==> config.mk <==
export PLATFORM = sky130hd
export DESIGN_NAME = pdls_mul
export DESIGN_NICKNAME = d
export VERILOG_FILES = /design/src/rtl/pdls_pkg.sv /design/src/rtl/pdls_mul.sv
export SDC_FILE = /design/constraint.sdc
export NUM_CORES = 2
export LEC_CHECK = 0
export BUFFER_PORTS_ARGS = -buffer_cell sky130_fd_sc_hd__buf_2
export CAP_MARGIN = 30
export CORE_AREA = 2 2 225 227
export CTS_CLUSTER_SIZE = 20
export DETAILED_ROUTE_END_ITERATION = 10
export DIE_AREA = 0 0 227 229
export MAX_ROUTING_LAYER = met4
export PLACE_DENSITY = 0.73
export RECOVER_POWER = 50
export SLEW_MARGIN = 40
export SYNTH_ARGS = -nofsm -noshare
export SYNTH_HDL_FRONTEND = slang
export SYNTH_SLANG_ARGS = --single-unit
==> constraint.sdc <==
create_clock -name clk_i -period 9.5 [get_ports clk_i]
set_input_delay 0.475 -clock clk_i [delete_from_list [all_inputs] [get_ports clk_i]]
set_output_delay 0.475 -clock clk_i [all_outputs]
set_load 0.02 [all_outputs]
==> src/rtl/pdls_pkg.sv <==
// pdls_pkg: shared types, codes and constants of the PD line-follow steering block.
// No dependencies; imported by every module of the block.
`timescale 1ns / 1ps
`default_nettype none

package pdls_pkg;

  // operand width of the shared multiplier (product is twice as wide)
  localparam int unsigned PDLS_MUL_W = 26;

  typedef struct packed {
    logic [6:0] line_position;
    logic [7:0] key_code;
  } in_item_t;

  typedef struct packed {
    logic [12:0] left_drive;
    logic [12:0] right_drive;
    logic [1:0]  drive_mode;
  } out_item_t;

  typedef enum logic [1:0] {
    MODE_RUN   = 2'd0,
    MODE_BRAKE = 2'd1,
    MODE_STOP  = 2'd2
  } drive_mode_e;

  typedef enum logic [1:0] {
    FSM_IDLE,
    FSM_CALC,
    FSM_DONE
  } fsm_e;

  // micro-steps of the sequencer, one multiply issued per step
  typedef enum logic [3:0] {
    STEP_KP_S,   // kp * s
    STEP_KP_E,   // (kp*s) * e
    STEP_KD_S,   // kd * s, latch proportional part
    STEP_KD_D,   // (kd*s) * d
    STEP_S_DIV,  // s / 100, add derivative part
    STEP_T0_S,   // t * s
    STEP_T0_DIV, // / 100
    STEP_T1_S,
    STEP_T1_DIV,
    STEP_T2_S,
    STEP_T2_DIV,
    STEP_Q_DIV,  // t / 50 as 2t / 100
    STEP_SUMS    // form both drive sums
  } step_e;

  // register map, index = paddr[3:2]
  localparam logic [1:0] REG_PROP_GAIN  = 2'd0;
  localparam logic [1:0] REG_DERIV_GAIN = 2'd1;
  localparam logic [1:0] REG_MAX_SPEED  = 2'd2;

  localparam logic [9:0]  PROP_GAIN_RST  = 10'd70;
  localparam logic [10:0] DERIV_GAIN_RST = 11'd819;
  localparam logic [9:0]  MAX_SPEED_RST  = 10'd600;

  localparam logic [7:0]  KEY_BRAKE   = 8'd152;
  localparam logic [7:0]  KEY_RESUME  = 8'd24;
  localparam logic [12:0] DRIVE_MAX   = 13'd6800;
  localparam logic [12:0] DRIVE_MIN   = 13'd10;
  localparam logic [6:0]  POS_LOW     = 7'd4;
  localparam logic [6:0]  POS_HIGH    = 7'd124;
  localparam logic [6:0]  POS_CENTRE  = 7'd64;
  localparam logic [9:0]  SPEED_STEP  = 10'd4;
  localparam logic [9:0]  STOP_LIMIT  = 10'd104;

  // floor(x/100) = (x * RECIP_100) >> RECIP_SHIFT, exact for x < 6M
  localparam logic [21:0] RECIP_100   = 22'd2684355;
  localparam int unsigned RECIP_SHIFT = 28;

  function automatic logic [12:0] clamp_drive(input logic signed [31:0] v);
    logic [12:0] r;
    if (v > $signed({19'd0, DRIVE_MAX})) begin
      r = DRIVE_MAX;
    end else if (v < $signed({19'd0, DRIVE_MIN})) begin
      r = DRIVE_MIN;
    end else begin
      r = v[12:0];
    end
    return r;
  endfunction

endpackage

`default_nettype wire

==> src/rtl/pdls_mul.sv <==
// pdls_mul: shared signed multiplier with registered product.
// Depends on pdls_pkg for the default operand width.
`timescale 1ns / 1ps
`default_nettype none

module pdls_mul
  import pdls_pkg::*;
#(
  parameter int unsigned MulW = PDLS_MUL_W
) (
  input  wire logic                       clk_i,
  input  wire logic signed [MulW-1:0]     a_i,
  input  wire logic signed [MulW-1:0]     b_i,
  output logic signed      [2*MulW-1:0]   p_o
);

  logic signed [2*MulW-1:0] p_q;

  always_ff @(posedge clk_i) begin
    p_q <= a_i * b_i;
  end

  assign p_o = p_q;

endmodule

`default_nettype wire

Word-level counts from Yosys, hierarchy flattened
Cells that the tools add are included.

$add $sub $neg: 0. $mul: 1. Equal/unequal tests: 0. Divide/modulo/power cells: 0. Shifts and indexed selects: 0. Mux-type cells: 0. Magnitude comparators: 0. Reduce and logical (&&, ||, !) cells: 0. Bitwise logic cells: 0.

Operator list (count): $mul A26 B26 Y52 (1).

Memories kept: 0. Register bits after elaboration: 52. Memory bits (writable): 0. ROM bits: 0. Bits in latches: 0. Bits of input ports: 53. Logic and storage cells: 2. Output and inout bits: 52.

Logic depth before layout (Yosys ltp)
Depth in word-level cells: 1. Depth in mapped cells: 26. Depth with buffers taken out: 24.

Worst setup path after synthesis
No wires, ideal clock.

Path type: input port to flip-flop. Start: input port a_i[25]. End: register p_q[44], in the netlist p_o[44]. Slack: 2.599 ns. Arrival time: 6.829 ns. Data required time: 9.428 ns. Library setup time: 0.072 ns. Stages: 22. Path buffers: 1. Cell sequence: clkbuf_1 -> nand2_1 -> inv_1 -> fa_1 -> fa_1 -> inv_1 -> fa_1 -> inv_1 -> fa_1 -> fa_1 -> fa_1 -> inv_1 -> fa_1 -> inv_1 -> ha_1 -> nand2_1 -> or4_1 -> or4_1 -> o211ai_1 -> a21oi_2 -> o21ai_1 -> xor2_1.

Word-level cells in the longest chain between the ends: 1.

RTL lines: from (decl) (line pdls_mul.sv:12) `input wire logic signed [MulW-1:0] a_i,`; $mul A26 B26 Y52 (line pdls_mul.sv:20) `p_q <= a_i * b_i;`; to (signal assigned) (line pdls_mul.sv:20); to (decl) (line pdls_mul.sv:17) `logic signed [2*MulW-1:0] p_q;`.

No other way between the ends.

Worst setup path after layout
Start: input port a_i[0]. End: register p_q[45], in the netlist p_o[45].

Same word-level chain as after synthesis.

==> run_results.csv <==
group,metric,value,unit
floorplan,rows,82,
run_status,status,"finished with violations",
setup_path,crit_fanout,26,
cts,postCtsSetupBuffers,0,
drt,ant_nets,0,
timing,finalHoldViolations,0,
cts,clockBufferDepth,2,
floorplan,start_util,51.6,%
floorplan,ioPinCount,105,
drt,drt_pass1_iterations,6,
timing,clock.fmax,0.132,GHz
final_layout,area_delta_synth_final,4.00,%
setup_path,critPathCapture,"p_o[45]$_DFF_P_",
setup_path,crit_path_top_delay_cell,"clkbuf_1",
setup_path,required,9.67,ns
logic_synthesis,ys_ff_latch,52,
final_layout,fillerInstances,4600,
setup_path,arrival,7.77,ns
drt,drtIter0Drc,1093,
drt,post_drt_wl_per_cell,18.7,um
worst_hold_path,min_from,"b_i[0]",
cts,clock-sinks,52,
setup_path,cp-end-kind,"flip-flop",
setup_path,cp_top_family,"adder cells",
timing,finalSetupViolations,0,
floorplan,coreArea,49700,um^2
logic_synthesis,synth_edf_count,0,
timing,rsz0062_at_grt,"no",
global_routing,grt-ovfl-total,0,
logic_synthesis,ys.warnings.count,0,
global_routing,grt_max_degree,27,
worst_hold_path,hp-class,"in -> reg",
final_layout,multiInputGateArea,21300,um^2
timing,fin_crit,7.60,ns
final_layout,fin_nets,3663,
setup_path,crit_path_start,"a_i[0]",
timing,setup_tns,0,ns
drt,remaining_drc_errors,0,
job,drv_cap,1,
setup_path,cp-start-kind,"input pin",
run_status,violations,"capacitance limit, slew limit",
placement,placement.io_buffers,104,
setup_path,cp.depth,20,
drt,vias,18200,
final_layout,drive_above_1_share,3.01,%
logic_synthesis,synthesis.nets,3672,
setup_path,cp_num_buf_inv,4,
logic_synthesis,synth_area,25600,um^2
logic_synthesis,syn_inst,2763,
setup_path,cp_common_cell,"fa_1",
logic_synthesis,ys.flop_type,"dfxtp_1",
timing,period_share,80.0,%
cts,cts.htree.levels,2,
placement,place_congestion,0.926,
final_layout,regArea,1040,um^2
placement,hpwl,53000,um
timing,final_max_slew_viol_count,27,
setup_path,crit_type,"in -> reg",
global_routing,grt_pass1_vias,20700,
logic_synthesis,avgSynthCellArea,9.27,um^2
floorplan,die_area,52000,um^2
drt,vias_per_cell,5.30,
logic_synthesis,ys_types,54,
timing,whs,0.706,ns
cts,hold_buffers,0,
timing,worst_pin_slew,1.73,ns
cts,cts_resized,0,
floorplan,fp.dieW,227,um
timing,slew_headroom,-15.3,%
logic_synthesis,synth_seq_area_share,4.06,%
global_routing,grt_usage,26.8,%
drt,routed_wl,64000,um
cts,numCtsBuffers,5,
cts,tritoncts,"yes",
global_routing,grt_pass1_wl,105000,um
setup_path,critPathMaxStageDelay,1.21,ns
cts,clockRootBuffer,"clkbuf_16",
setup_path,cp_cell_sequence,"clkbuf_1, nand2b_1, fa_1, fa_1, inv_1, fa_1, fa_1, fa_1, fa_1, inv_1, fa_1, inv_1, ha_1, a21o_1, a21o_1, a211oi_1, nand4_1, nand3_1, a21oi_1, o311ai_0",
final_layout,largest_register_ff_count,52,
logic_synthesis,async_flop_share,0,%
global_routing,antenna_found_initial,3,
floorplan,die_height,229,um
cts,path_clk_slew,0.08,ns
==> layer usage <==
layer  global-route usage [%]  share of wire [%]  vias to the layer above
li1                         -                  -                     7859
met1                     31.0                 37                     9541
met2                     48.1                 54                      621
met3                     2.75                4.8                      166
met4                     9.87                4.3                        0
met5                        -                  0                        -
==> worst min path at each step <==
| stage | slack, ns | cells after the start | to |
|---|---|---|---|
| global route | 0.72 | 2 | p_o[0]$_DFF_P_ |
| finish | 0.71 | 2 | p_o[0]$_DFF_P_ |
| detailed placement | 0.89 | 1 | p_o[6] |
| CTS | 0.70 | 2 | p_o[0]$_DFF_P_ |
| global placement | 0.89 | 1 | p_o[19] |
| floorplan | 0.60 | 1 | p_o[0]$_DFF_P_ |
==> kinds of logic (layout without fill, tap and decap cells) <==
kind of cell | Yosys count | after routing | synth area share, %
buf+inv | 860 | 852 | 12.6
fa+ha+maj | 856 | 856 | 62.6
xor+xnor | 57 | 57 | 1.95
simple gates | 778 | 778 | 14.6
compound gates | 160 | 160 | 4.17
flops | 52 | 52 | 4.06
other cells | 0 | 4 | 0
==> Yosys cell counts (all sizes together), types with 2 or more instances <==
master / n / area, um^2
a21o: 20 / 153
nand3: 11 / 55.1
o211ai: 9 / 77.6
nor2: 50 / 188
nor2b: 2 / 12.5
a31oi: 4 / 25.0
o2111ai: 3 / 26.3
o21ai: 26 / 130
xor2: 11 / 96.3
or2: 3 / 18.8
clkbuf: 122 / 458
fa: 710 / 14200
ha: 146 / 1830
xnor2: 46 / 403
a221oi: 2 / 17.5
dfxtp: 52 / 1040
a211oi: 9 / 72.6
and2: 282 / 1770
or3: 3 / 18.8
nand2: 398 / 1490
inv: 737 / 2770
nand4: 11 / 68.8
o311ai: 2 / 17.5
o22ai: 3 / 25.0
or4: 3 / 22.5
nand2b: 7 / 43.8
nor3: 4 / 20.0
a221o: 2 / 20.0
o21a: 4 / 30.0
o21bai: 8 / 60.1
a21oi: 57 / 293
==> final cells by class <==
type	instances	area share [%]
Multi-Input combinational cell	1851	80.1
Clock buffer	5	0.470
Antenna cell	4	0.0376
Timing Repair Buffer	107	1.80
Tap cell	672	3.16
Sequential cell	52	3.91
Clock inverter	3	0.108
Inverter	737	10.4
==> through the flow <==
stage	utilization (%)	instance area, um^2	instances	worst slack (ns)
after floorplan	-	25600	2763	2.60
after global routing	53.6	26600	3430	1.56
final	53.6	26600	3431	1.90
after detailed placement	53.4	26500	3419	1.59
after global placement	53.4	26500	3419	1.76
after CTS	53.8	26700	3427	1.92
==> cell usage in the layout, fill, tap and decap left out, drive strengths merged, types with 2 or more instances in the layout <==
| master | synthesis | routed |
|---|---|---|
| inv | 737 | 740 |
| fa | 710 | 710 |
| nand2 | 398 | 398 |
| and2 | 282 | 282 |
| ha | 146 | 146 |
| a21oi | 57 | 57 |
| buf | 1 | 56 |
| clkbuf | 122 | 56 |
| dfxtp | 52 | 52 |
| nor2 | 50 | 50 |
| xnor2 | 46 | 46 |
| o21ai | 26 | 26 |
| a21o | 20 | 20 |
| nand4 | 11 | 11 |
| nand3 | 11 | 11 |
| xor2 | 11 | 11 |
| a211oi | 9 | 9 |
| o211ai | 9 | 9 |
| o21bai | 8 | 8 |
| nand2b | 7 | 7 |
| diode | 0 | 4 |
| o21a | 4 | 4 |
| nor3 | 4 | 4 |
| a31oi | 4 | 4 |
| or4 | 3 | 3 |
| or2 | 3 | 3 |
| o2111ai | 3 | 3 |
| or3 | 3 | 3 |
| o22ai | 3 | 3 |
| a221oi | 2 | 2 |
| o311ai | 2 | 2 |
| nor2b | 2 | 2 |
| a221o | 2 | 2 |
Power is left out: the tool's default activity adds up to more than one toggle a clock period on the data nets, which glitch-free logic cannot reach.
